$ cat src/hw/rtl/cfpd_pkg.sv
// ============================================================================
// cfpd_pkg
// Types and constants shared by the framed packet deframer.
// ============================================================================
package cfpd_pkg;

    // Frame constants
    localparam logic [7:0]  MAGIC_FIRST  = 8'hAB;
    localparam logic [7:0]  MAGIC_SECOND = 8'hCD;
    localparam logic [15:0] CRC_POLY     = 16'hA001;

    // Configuration port
    localparam int unsigned PADDR_W          = 3;
    localparam int unsigned PDATA_W          = 32;
    localparam logic [0:0]  REG_MAX_PAYLOAD  = 1'b0;
    localparam logic [15:0] MAX_PAYLOAD_RST  = 16'd1024;

    // Parse phase, one-hot
    typedef enum logic [6:0] {
        PH_MAGIC_L = 7'b0000001,
        PH_MAGIC_H = 7'b0000010,
        PH_LEN_L   = 7'b0000100,
        PH_LEN_H   = 7'b0001000,
        PH_PAYLOAD = 7'b0010000,
        PH_CRC_L   = 7'b0100000,
        PH_CRC_H   = 7'b1000000
    } phase_t;

    // Configuration seen by the parser
    typedef struct packed {
        logic [15:0] max_payload;
    } cfg_t;

    // Reflected CRC-16 update over one byte, eight narrow shift steps
    function automatic logic [15:0] crc_byte(input logic [15:0] crc, input logic [7:0] data);
        logic [15:0] c;
        c = crc ^ {8'h00, data};
        for (int k = 0; k < 8; k++) begin
            if (c[0])
                c = (c >> 1) ^ CRC_POLY;
            else
                c = c >> 1;
        end
        return c;
    endfunction

endpackage

$ cat src/hw/rtl/cfpd_byte_if.sv
// ============================================================================
// cfpd_byte_if
// Valid/ready channel carrying one received byte per transfer.
// ============================================================================
interface cfpd_byte_if;
    logic       valid;
    logic       ready;
    logic [7:0] rx_byte;

    modport source (output valid, output rx_byte, input ready);
    modport sink   (input valid, input rx_byte, output ready);
endinterface

$ cat src/hw/rtl/cfpd_result_if.sv
// ============================================================================
// cfpd_result_if
// Valid/ready channel carrying one deframer result per transfer.
// ============================================================================
interface cfpd_result_if;
    logic        valid;
    logic        ready;
    logic        payload_valid;
    logic [7:0]  payload_byte;
    logic [15:0] payload_index;
    logic        frame_done;
    logic        frame_good;
    logic [15:0] frame_length;
    logic        length_error;

    modport source (
        output valid, input ready,
        output payload_valid, output payload_byte, output payload_index,
        output frame_done, output frame_good, output frame_length, output length_error
    );
    modport sink (
        input valid, output ready,
        input payload_valid, input payload_byte, input payload_index,
        input frame_done, input frame_good, input frame_length, input length_error
    );
endinterface

$ cat src/hw/rtl/cfpd_apb_regs.sv
// ============================================================================
// cfpd_apb_regs
// APB register file: holds the maximum payload length.
// ============================================================================
module cfpd_apb_regs (
    input  logic                        clk,
    input  logic                        rst_n,
    input  logic                        psel,
    input  logic                        penable,
    input  logic                        pwrite,
    input  logic [cfpd_pkg::PADDR_W-1:0] paddr,
    input  logic [cfpd_pkg::PDATA_W-1:0] pwdata,
    output logic [cfpd_pkg::PDATA_W-1:0] prdata,
    output logic                        pready,
    output cfpd_pkg::cfg_t              cfg
);
    import cfpd_pkg::*;

    logic [15:0] max_payload_reg;
    logic        wr_en;
    logic [0:0]  reg_index;

    assign pready    = 1'b1;
    assign reg_index = paddr[2:2];
    assign wr_en     = psel && penable && pwrite && pready;

    // Register write; writes beyond the register list are dropped
    always_ff @(posedge clk or negedge rst_n)
    begin
        if (!rst_n)
        begin
            max_payload_reg <= MAX_PAYLOAD_RST;
        end
        else if (wr_en && (reg_index == REG_MAX_PAYLOAD))
        begin
            max_payload_reg <= pwdata[15:0];
        end
    end

    // Readback
    always_comb
    begin
        prdata = '0;
        if (reg_index == REG_MAX_PAYLOAD)
            prdata = {{(PDATA_W-16){1'b0}}, max_payload_reg};
    end

    assign cfg.max_payload = max_payload_reg;

endmodule

$ cat src/hw/rtl/cfpd_parser.sv
// ============================================================================
// cfpd_parser
// Input byte register, frame parse logic with CRC update, result register.
// ============================================================================
module cfpd_parser (
    input  logic           clk,
    input  logic           rst_n,
    input  cfpd_pkg::cfg_t cfg,
    cfpd_byte_if.sink      rx,
    cfpd_result_if.source  result
);
    import cfpd_pkg::*;

    // Input stage
    logic        in_valid_reg;
    logic [7:0]  in_byte_reg;
    logic        advance;

    // Parse state
    phase_t      phase_reg, phase_next;
    logic [15:0] decl_len_reg, decl_len_next;
    logic [15:0] count_reg, count_next;
    logic [15:0] crc_reg, crc_next;
    logic [7:0]  crc_low_reg, crc_low_next;

    // Result stage
    logic        out_valid_reg;
    logic        pv_next, done_next, good_next, lerr_next;
    logic [7:0]  pbyte_next;
    logic [15:0] pindex_next, flen_next;
    logic        pv_reg, done_reg, good_reg, lerr_reg;
    logic [7:0]  pbyte_reg;
    logic [15:0] pindex_reg, flen_reg;

    // Combinational helpers
    logic [15:0] len_full;
    logic [15:0] count_inc;

    // Move the held byte into the result register when it is free
    assign advance  = in_valid_reg && (!out_valid_reg || result.ready);
    assign rx.ready = !in_valid_reg || advance;

    // Input byte register
    always_ff @(posedge clk or negedge rst_n)
    begin
        if (!rst_n)
            in_valid_reg <= 1'b0;
        else if (rx.ready)
            in_valid_reg <= rx.valid;
    end

    always_ff @(posedge clk)
    begin
        if (rx.valid && rx.ready)
            in_byte_reg <= rx.rx_byte;
    end

    // Parse logic for the held byte
    assign len_full  = {in_byte_reg, decl_len_reg[7:0]};
    assign count_inc = count_reg + 16'd1;

    always_comb
    begin
        phase_next    = phase_reg;
        decl_len_next = decl_len_reg;
        count_next    = count_reg;
        crc_next      = crc_reg;
        crc_low_next  = crc_low_reg;
        pv_next       = 1'b0;
        pbyte_next    = '0;
        pindex_next   = '0;
        done_next     = 1'b0;
        good_next     = 1'b0;
        flen_next     = '0;
        lerr_next     = 1'b0;
        unique case (phase_reg)
            PH_MAGIC_L:
            begin
                if (in_byte_reg == MAGIC_FIRST)
                    phase_next = PH_MAGIC_H;
            end
            PH_MAGIC_H:
            begin
                if (in_byte_reg == MAGIC_SECOND)
                    phase_next = PH_LEN_L;
                else if (in_byte_reg != MAGIC_FIRST)
                    phase_next = PH_MAGIC_L;
            end
            PH_LEN_L:
            begin
                decl_len_next = {8'h00, in_byte_reg};
                phase_next    = PH_LEN_H;
            end
            PH_LEN_H:
            begin
                decl_len_next = len_full;
                count_next    = '0;
                crc_next      = '0;
                if ((len_full == 16'd0) || (len_full > cfg.max_payload))
                begin
                    lerr_next    = 1'b1;
                    crc_low_next = '0;
                    phase_next   = PH_MAGIC_L;
                end
                else
                begin
                    phase_next = PH_PAYLOAD;
                end
            end
            PH_PAYLOAD:
            begin
                pv_next     = 1'b1;
                pbyte_next  = in_byte_reg;
                pindex_next = count_reg;
                crc_next    = crc_byte(crc_reg, in_byte_reg);
                count_next  = count_inc;
                if (count_inc >= decl_len_reg)
                    phase_next = PH_CRC_L;
            end
            PH_CRC_L:
            begin
                crc_low_next = in_byte_reg;
                phase_next   = PH_CRC_H;
            end
            PH_CRC_H:
            begin
                done_next    = 1'b1;
                good_next    = ({in_byte_reg, crc_low_reg} == crc_reg);
                flen_next    = decl_len_reg;
                phase_next   = PH_MAGIC_L;
                count_next   = '0;
                crc_next     = '0;
                crc_low_next = '0;
            end
            default:
            begin
                phase_next   = PH_MAGIC_L;
                count_next   = '0;
                crc_next     = '0;
                crc_low_next = '0;
            end
        endcase
    end

    // Parse state registers
    always_ff @(posedge clk or negedge rst_n)
    begin
        if (!rst_n)
        begin
            phase_reg    <= PH_MAGIC_L;
            decl_len_reg <= '0;
            count_reg    <= '0;
            crc_reg      <= '0;
            crc_low_reg  <= '0;
        end
        else if (advance)
        begin
            phase_reg    <= phase_next;
            decl_len_reg <= decl_len_next;
            count_reg    <= count_next;
            crc_reg      <= crc_next;
            crc_low_reg  <= crc_low_next;
        end
    end

    // Result register
    always_ff @(posedge clk or negedge rst_n)
    begin
        if (!rst_n)
            out_valid_reg <= 1'b0;
        else if (advance)
            out_valid_reg <= 1'b1;
        else if (result.ready)
            out_valid_reg <= 1'b0;
    end

    always_ff @(posedge clk)
    begin
        if (advance)
        begin
            pv_reg     <= pv_next;
            pbyte_reg  <= pbyte_next;
            pindex_reg <= pindex_next;
            done_reg   <= done_next;
            good_reg   <= good_next;
            flen_reg   <= flen_next;
            lerr_reg   <= lerr_next;
        end
    end

    assign result.valid         = out_valid_reg;
    assign result.payload_valid = pv_reg;
    assign result.payload_byte  = pbyte_reg;
    assign result.payload_index = pindex_reg;
    assign result.frame_done    = done_reg;
    assign result.frame_good    = good_reg;
    assign result.frame_length  = flen_reg;
    assign result.length_error  = lerr_reg;

    // Checks
    a_one_event: assert property (@(posedge clk) disable iff (!rst_n)
        out_valid_reg |-> ($countones({pv_reg, done_reg, lerr_reg}) <= 1))
        else $error("result carries more than one event");

    a_good_needs_done: assert property (@(posedge clk) disable iff (!rst_n)
        (out_valid_reg && good_reg) |-> done_reg)
        else $error("frame_good without frame_done");

    a_count_in_range: assert property (@(posedge clk) disable iff (!rst_n)
        (phase_reg == PH_PAYLOAD) |-> (count_reg < decl_len_reg))
        else $error("payload count reached declared length in payload phase");

    a_advance_fills: assert property (@(posedge clk) disable iff (!rst_n)
        advance |=> out_valid_reg)
        else $error("advanced byte left no result");

endmodule

$ cat src/hw/rtl/crc16_framed_packet_deframer_unit.sv
// ============================================================================
// crc16_framed_packet_deframer_unit
// Deframer for 0xAB 0xCD | length LE16 | payload | CRC-16 LE16 frames.
// ============================================================================
//
//  channel   dir   handshake        contents
//  -------   ---   --------------   -----------------------------------------
//  rx        in    valid / ready    rx_byte, one received byte per transfer
//  result    out   valid / ready    payload, frame-done and length-error info
//  apb       in    psel / penable   max_payload at byte address 0
//
//  Each accepted byte yields one result, held first in the input byte
//  register and then in the result register.
//  One byte per cycle sustained while result.ready stays high; the CRC update is an unrolled 8-bit step.
//  A stalled result holds its register; the input register keeps taking bytes
//  until it too is full, then rx.ready drops.
//  Reset (rst_n low, asynchronous) returns to magic hunting, max_payload 1024.
//
module crc16_framed_packet_deframer_unit (
    input  logic                        clk,
    input  logic                        rst_n,
    input  logic                        psel,
    input  logic                        penable,
    input  logic                        pwrite,
    input  logic [cfpd_pkg::PADDR_W-1:0] paddr,
    input  logic [cfpd_pkg::PDATA_W-1:0] pwdata,
    output logic [cfpd_pkg::PDATA_W-1:0] prdata,
    output logic                        pready,
    cfpd_byte_if.sink                   rx,
    cfpd_result_if.source               result
);
    import cfpd_pkg::*;

    cfg_t cfg;

    cfpd_apb_regs u_regs (
        .clk     (clk),
        .rst_n   (rst_n),
        .psel    (psel),
        .penable (penable),
        .pwrite  (pwrite),
        .paddr   (paddr),
        .pwdata  (pwdata),
        .prdata  (prdata),
        .pready  (pready),
        .cfg     (cfg)
    );

    cfpd_parser u_parser (
        .clk    (clk),
        .rst_n  (rst_n),
        .cfg    (cfg),
        .rx     (rx),
        .result (result)
    );

endmodule

$ cat src/flat_wrapper.sv
// flat-port wrapper written by rule: the top's interface ports become plain ports
module crc16_framed_packet_deframer_unit_flat import cfpd_pkg::*;
  (clk, rst_n, psel, penable, pwrite, paddr, pwdata, prdata, pready, rx_valid, rx_rx_byte, rx_ready, result_valid, result_ready, result_payload_valid, result_payload_byte, result_payload_index, result_frame_done, result_frame_good, result_frame_length, result_length_error);
  cfpd_byte_if rx_i ();
  cfpd_result_if result_i ();
  input  logic clk;
  input  logic rst_n;
  input  logic psel;
  input  logic penable;
  input  logic pwrite;
  input  logic [cfpd_pkg::PADDR_W-1:0] paddr;
  input  logic [cfpd_pkg::PDATA_W-1:0] pwdata;
  output logic [cfpd_pkg::PDATA_W-1:0] prdata;
  output logic pready;
  input wire logic [$bits(rx_i.valid)-1:0] rx_valid;
  input wire logic [$bits(rx_i.rx_byte)-1:0] rx_rx_byte;
  output wire logic [$bits(rx_i.ready)-1:0] rx_ready;
  output wire logic [$bits(result_i.valid)-1:0] result_valid;
  input wire logic [$bits(result_i.ready)-1:0] result_ready;
  output wire logic [$bits(result_i.payload_valid)-1:0] result_payload_valid;
  output wire logic [$bits(result_i.payload_byte)-1:0] result_payload_byte;
  output wire logic [$bits(result_i.payload_index)-1:0] result_payload_index;
  output wire logic [$bits(result_i.frame_done)-1:0] result_frame_done;
  output wire logic [$bits(result_i.frame_good)-1:0] result_frame_good;
  output wire logic [$bits(result_i.frame_length)-1:0] result_frame_length;
  output wire logic [$bits(result_i.length_error)-1:0] result_length_error;
  assign rx_i.valid = rx_valid;
  assign rx_i.rx_byte = rx_rx_byte;
  assign rx_ready = rx_i.ready;
  assign result_valid = result_i.valid;
  assign result_i.ready = result_ready;
  assign result_payload_valid = result_i.payload_valid;
  assign result_payload_byte = result_i.payload_byte;
  assign result_payload_index = result_i.payload_index;
  assign result_frame_done = result_i.frame_done;
  assign result_frame_good = result_i.frame_good;
  assign result_frame_length = result_i.frame_length;
  assign result_length_error = result_i.length_error;
  crc16_framed_packet_deframer_unit u_core (.clk(clk), .rst_n(rst_n), .psel(psel), .penable(penable), .pwrite(pwrite), .paddr(paddr), .pwdata(pwdata), .prdata(prdata), .pready(pready), .rx(rx_i), .result(result_i));
endmodule
$ cat config.mk
export PLATFORM = sky130hd
export DESIGN_NAME = crc16_framed_packet_deframer_unit_flat
export DESIGN_NICKNAME = d
export VERILOG_FILES = /design/src/hw/rtl/cfpd_pkg.sv /design/src/hw/rtl/cfpd_byte_if.sv /design/src/hw/rtl/cfpd_result_if.sv /design/src/hw/rtl/cfpd_apb_regs.sv /design/src/hw/rtl/cfpd_parser.sv /design/src/hw/rtl/crc16_framed_packet_deframer_unit.sv /design/src/flat_wrapper.sv
export SDC_FILE = /design/constraint.sdc
export NUM_CORES = 1
export LEC_CHECK = 0
export BUFFER_PORTS_ARGS = -buffer_cell sky130_fd_sc_hd__buf_4
export CAP_MARGIN = 25
export CORE_MARGIN = 1
export CORE_UTILIZATION = 56
export DETAILED_ROUTE_END_ITERATION = 10
export GPL_ROUTABILITY_DRIVEN = 1
export HOLD_SLACK_MARGIN = 0.1
export PLACE_DENSITY = 0.87
export SYNTH_ARGS = -nofsm -noshare
export SYNTH_HDL_FRONTEND = slang
export SYNTH_SLANG_ARGS = --single-unit
$ cat constraint.sdc
create_clock -name clk -period 3.9 [get_ports clk]
set_input_delay 0.975 -clock clk [delete_from_list [all_inputs] [get_ports clk]]
set_output_delay 0.975 -clock clk [all_outputs]
set_load 0.02 [all_outputs]
== Yosys cells after proc, flatten, opt, wreduce, memory -nomap -nowiden ==
Cells that the tools add are included.
Storage, ports and cells
  bits in registers: 133
  latch bits: 0
  bits in writable memories: 0
  memory bits (read-only): 0
  bits of input ports: 50
  output and inout port bits: 79
  logic and storage cells: 100
  memories: 0
Cells by class
  add/sub/neg operators: 1
  multipliers: 0
  div/mod/pow operators: 0
  $lt $le $gt $ge: 2
  eq/ne operators: 15
  shifts and indexed selects: 0
  mux-type cells: 32
  bitwise logic cells: 13
  reduce and logical (&&, ||, !) cells: 20
Operators with widths (count)
  $mux 16: 16
  $pmux 16 s2: 3
  $pmux 7 s6: 1
  $mux 7: 4
  $not 2->3: 8
  $pmux 8 s3: 1
  $add 16x1->16 const B: 1
  $eq 16x16->1: 1
  $eq 8x8->1 const B: 2
  $ge 16x16->1: 1
  $gt 16x16->1: 1
  $logic_not 16->1: 1
  $xor 16x8->16: 1
  $mux 8: 1
  $ne 8x8->1 const B: 1
  $reduce_or 4->1: 2
  $eq 7x1->1 const B: 1
  $eq 7x2->1 const B: 1
  $eq 7x3->1 const B: 1
  $eq 7x4->1 const B: 1
  $eq 7x5->1 const B: 1
  $eq 7x6->1 const B: 1
  $eq 7x7->1 const B: 1
  $ne 2x2->1 const B: 3
  other kinds (11): 28

== Longest topological paths before layout ==
  word-level depth: 25
  depth in mapped cells: 16
  gate-level depth less buffers: 15

== Hierarchy ==
A second synthesis with hierarchy kept.
Second synthesis, totals
  cell total of the unflattened synthesis: 632
  area, all modules: 6984.2 µm²
Modules (own cells, without submodules)
  cfpd_parser: times used 1, cells each 562, area an instance 6083.3 µm², sequential area each 3189.3 µm²
  cfpd_apb_regs: times used 1, cells each 70, area an instance 900.9 µm², sequential area each 401.6 µm²

== Worst setup path before layout ==
No wires, ideal clock.
  kind: in2reg
  start point: input port result_ready
  end point: register u_core.u_parser.decl_len_reg[6]
  library setup time: 125 ps
  arrival: 3143 ps
  required time: 3775 ps
  path slack: 632 ps
  cell stages on the path: 6
  path buffers: 1
  cell sequence: nand2b_1 nand2_1 inv_1 nand4_1 clkbuf_1 mux2_2
On the way
  word-level cells in the longest chain between the ends: 3
RTL lines
  start: declaration: line flat_wrapper.sv:19  | input wire logic [$bits(result_i.ready)-1:0] result_ready;
  $logic_or 1x1->1: line cfpd_parser.sv:40  | assign advance = in_valid_reg && (!out_valid_reg || result.ready);
  $logic_and 1x1->1: line cfpd_parser.sv:40
  named net u_core.u_parser.advance: line cfpd_parser.sv:17  | logic advance;
  $reduce_and 3->1 (no line)
  end signal: assignment: line cfpd_parser.sv:159  | decl_len_reg <= decl_len_next;
  end: declaration: line cfpd_parser.sv:21  | logic [15:0] decl_len_reg, decl_len_next;
The timed path passes the listed nets, and every way through them passes these cells.
A chain may end at the register's enable or synchronous reset.

== Worst setup path after layout ==
  start point: register u_core.u_parser.count_reg[0]
  end point: register u_core.u_parser.phase_reg[2]
On the way
  word-level cells in the longest chain between the ends: 4
RTL lines
  start: declaration: line cfpd_parser.sv:22  | logic [15:0] count_reg, count_next;
  start signal: assignment: line cfpd_parser.sv:160  | count_reg <= count_next;
  $add 16x1->16: line cfpd_parser.sv:60  | assign count_inc = count_reg + 16'd1;
  $ge 16x16->1: line cfpd_parser.sv:117  | if (count_inc >= decl_len_reg)
  $ne 2x2->1 (no line)
  $reduce_and 4->1 (no line)
  end signal: assignment: line cfpd_parser.sv:158  | phase_reg <= phase_next;
  end: declaration: line cfpd_parser.sv:20  | phase_t phase_reg, phase_next;
No other way between the ends.

==> impl_metrics.csv <==
group,metric,value,unit
layout,final_common_cell,"buf_4",
pwr,power.leakage,3.76,nW
cts,cts_tree,"built",
drt,firstDrtPassIters,5,
die,start_util,57.6,%
pwr,p_comb_share,16.6,%
sta,max_freq,285,MHz
synthesis,syn-cell-area,6910,sq um
synthesis,synth_async_sr_flop_share,60.9,%
drt,wire_per_inst,17.2,um
pwr,peakVddDrop,0.249,mV
synthesis,synth_cell_types,56,
die,fp.coreArea,12000,sq um
layout,nFillCells,823,
worst_setup_path,crit_required,4.21,ns
worst_setup_path,r2r-start,"u_core.u_parser.count_reg[0]",
sta,worstMarginPinSlew,0.888,ns
global_routing,antenna_found_initial,0,
worst_setup_path,critPathKind,"reg2reg",
sta,finalSetupViolations,0,
global_routing,grt_pass1_wl,24.6,mm
drt,num_vias,5035,
drt,dr.max_layer_used,"met4",
cts,clk-insertion-delay-late,0.42,ns
die,die_h,113,um
place,gp_congestion,0.932,
sta,fin_tns_setup,0,ns
die,die_w,113,um
synthesis,yosys_warnings,0,
worst_setup_path,cp_max_fo,8,
place,port_buffers,93,
synthesis,synth-seq-cells,133,
die,io_pins,129,
pwr,power_density,495,nW/um^2
drt,routed_wl,15.2,mm
layout,num_antenna_cells,0,
layout,finalInstanceArea,8300,sq um
sta,finClkSkew,0.0150,ns
synthesis,synth_edf_count,52,
cts,h-tree-depth,4,
drt,ant_nets,0,
sta,finalCritPeriodShare,90.1,%
pwr,p_sw,1.13,mW
worst_setup_path,end_kind,"register",
drt,wl_met1,5.96,mm
worst_hold_path,hold_path_class,"in2async",
layout,ff_latch_area,3590,sq um
cts,clk_pin_slew_worst_paths,0.06,ns
synthesis,ys_seq_area_share,51.9,%
layout,multiInputGateArea,2960,sq um
synthesis,synthFlopType,"dfrtp_1",
pwr,clock_power_share,42.9,%
cts,numCtsBuffers,17,
flow_run,maxCapViolCount,0,
sta,rsz0062_at_grt,"false",
layout,area_delta_synth_final,20.1,%
sta,slew_headroom,40.8,%
cts,cts_buffer_depth,2,
synthesis,syn_inst,638,
place,dp_hpwl,10.0,mm
place,place_area,7610,sq um
global_routing,grt_max_degree,82,
pwr,p_total,4.11,mW
outcome,outcome,"complete, no violations",
global_routing,first_global_vias,5014,
worst_setup_path,start_kind,"register",
cts,cts_setup_buffers,0,
cts,hold_buffers,0,
drt,initialDrtViolationCount,435,
global_routing,grt_util_all_layers,25.4,%
drt,met2WireLength,7.79,mm
layout,finalNetCount,807,
pwr,p_int,2.98,mW
sta,drv_slew,0,
sta,min_period,3.51,ns
drt,met3_length,1.01,mm
layout,final_cell_mix,"99 x buf_4, 79 x dfrtp_1, 61 x nand2_1",
die,row_count,40,
cts,clockRootBuffer,"clkbuf_16",
drt,route.detailed.drc,0,
synthesis,syn_area_per_cell,10.8,sq um
cts,cts_resized,0,
global_routing,grt_overflow_total,0,
sta,hold_viol_final,0,
pwr,p_sw_share,27.5,%
cts,cts_sinks,133,
die,fp.dieArea,12800,sq um
drt,viasPerCell,5.70,
layout,drive_above_1_share,23.2,%
worst_setup_path,arrival,3.83,ns
worst_setup_path,cp-startpoint,"u_core.u_parser.count_reg[0]",
pwr,seqPwrFrac,40.5,%
-- logic make-up after synthesis --
kind of cell             count (synthesis)  synth area share (%)
AND/OR/NAND/NOR                        206                  15.3
flip-flops                             133                  51.9
AO/OA/AOI/OAI                           96                  8.85
buffers and inverters                   88                  6.28
XOR/XNOR                                53                  7.15
adder cells (fa/ha/maj)                 33                  5.97
multiplexers                            27                  4.38
other                                    2                 0.109
-- area by class of cell --
cell class	count	area share, %
repair buffers	100	9.28
well taps	147	2.21
inverters	40	1.81
multi-input cells	432	35.6
clock buffers	17	5.12
clock inverters	15	2.73
flip-flops and latches	133	43.2
-- Yosys cell counts (2+ instances only) --
| master | number | area share, % |
|---|---|---|
| a41oi_1 | 2 | 0.25 |
| conb_1 | 2 | 0.11 |
| nand2_1 | 61 | 3.3 |
| nor2_1 | 40 | 2.2 |
| clkbuf_1 | 17 | 0.92 |
| buf_6 | 2 | 0.33 |
| nor3b_1 | 3 | 0.33 |
| buf_2 | 8 | 0.58 |
| a21oi_1 | 11 | 0.80 |
| nor2b_1 | 4 | 0.36 |
| nand4_1 | 14 | 1.3 |
| nor3_1 | 2 | 0.14 |
| o31ai_1 | 15 | 1.6 |
| mux2_2 | 26 | 4.2 |
| dfstp_2 | 2 | 0.76 |
| nand3_1 | 11 | 0.80 |
| a31oi_1 | 5 | 0.45 |
| o21ai_0 | 41 | 3.0 |
| nand2b_1 | 8 | 0.72 |
| and2_1 | 42 | 3.8 |
| edfxtp_1 | 52 | 23 |
| xor2_1 | 16 | 2.0 |
| ha_1 | 33 | 6.0 |
| and3_1 | 3 | 0.27 |
| a21o_1 | 6 | 0.65 |
| xnor2_1 | 33 | 4.2 |
| buf_4 | 21 | 2.3 |
| or3_1 | 2 | 0.18 |
| inv_1 | 40 | 2.2 |
| dfrtp_1 | 79 | 29 |
| xnor2_2 | 3 | 0.71 |
| a22o_1 | 7 | 0.89 |
| nor4_1 | 4 | 0.36 |
-- power groups by stage --
stage	combinational (mW)	clock (mW)	sequential, mW
2_1_floorplan	0.452	0	1.69
3_3_place_gp	0.631	0	1.68
3_5_place_dp	0.658	0	1.69
4_1_cts	0.671	1.78	1.66
5_1_grt	0.749	1.85	1.67
6_report	0.683	1.76	1.66
-- metal layers --
metal	vias to the layer above	global-route usage [%]
li1	2345	-
met1	2436	29.9
met2	209	43.4
met3	45	7.23
met4	0	11.1
met5	-	0
-- final timing paths --
check	cells past startpoint	slack (ns)	to
setup / recovery	15	0.39	u_core.u_parser.phase_reg[2]
hold / removal	1	0.46	u_core.u_parser.crc_reg[12]
setup reg to reg	15	0.39	u_core.u_parser.phase_reg[2]
hold reg to reg	1	0.50	u_core.u_parser.result.valid
max in group asynchronous	2	2.81	u_core.u_parser.phase_reg[0]
min in group clk	1	0.50	u_core.u_parser.result.valid
-- worst max-delay path: stages, from the launching register on --
cell and delay, ns:
dfrtp_1 0.44, ha_1 0.22, and3_1 0.21, nand3_1 0.12, nor2_1 0.15, and2_1 0.26, nand3_1 0.14, xnor2_1 0.19
ha_1 0.30, nand4_1 0.10, nor2_1 0.13, nor2_1 0.05, a21o_1 0.19, a221oi_4 0.42, inv_1 0.16, o31ai_1 0.32
-- stage by stage --
| stage | utilization (%) | hold slack [ns] | setup slack (ns) | cells |
|---|---|---|---|---|
| 3_3_place_gp | 63.4 | 0.468 | 0.561 | 851 |
| 6_report | 69.1 | 0.455 | 0.386 | 884 |
| 2_1_floorplan | - | 0.457 | 0.632 | 653 |
| 5_1_grt | 69.1 | 0.461 | 0.0797 | 884 |
| 3_5_place_dp | 63.4 | 0.493 | 0.378 | 851 |
| 4_1_cts | 68.8 | 0.497 | 0.317 | 883 |
Power figures use the tool's default switching activity.
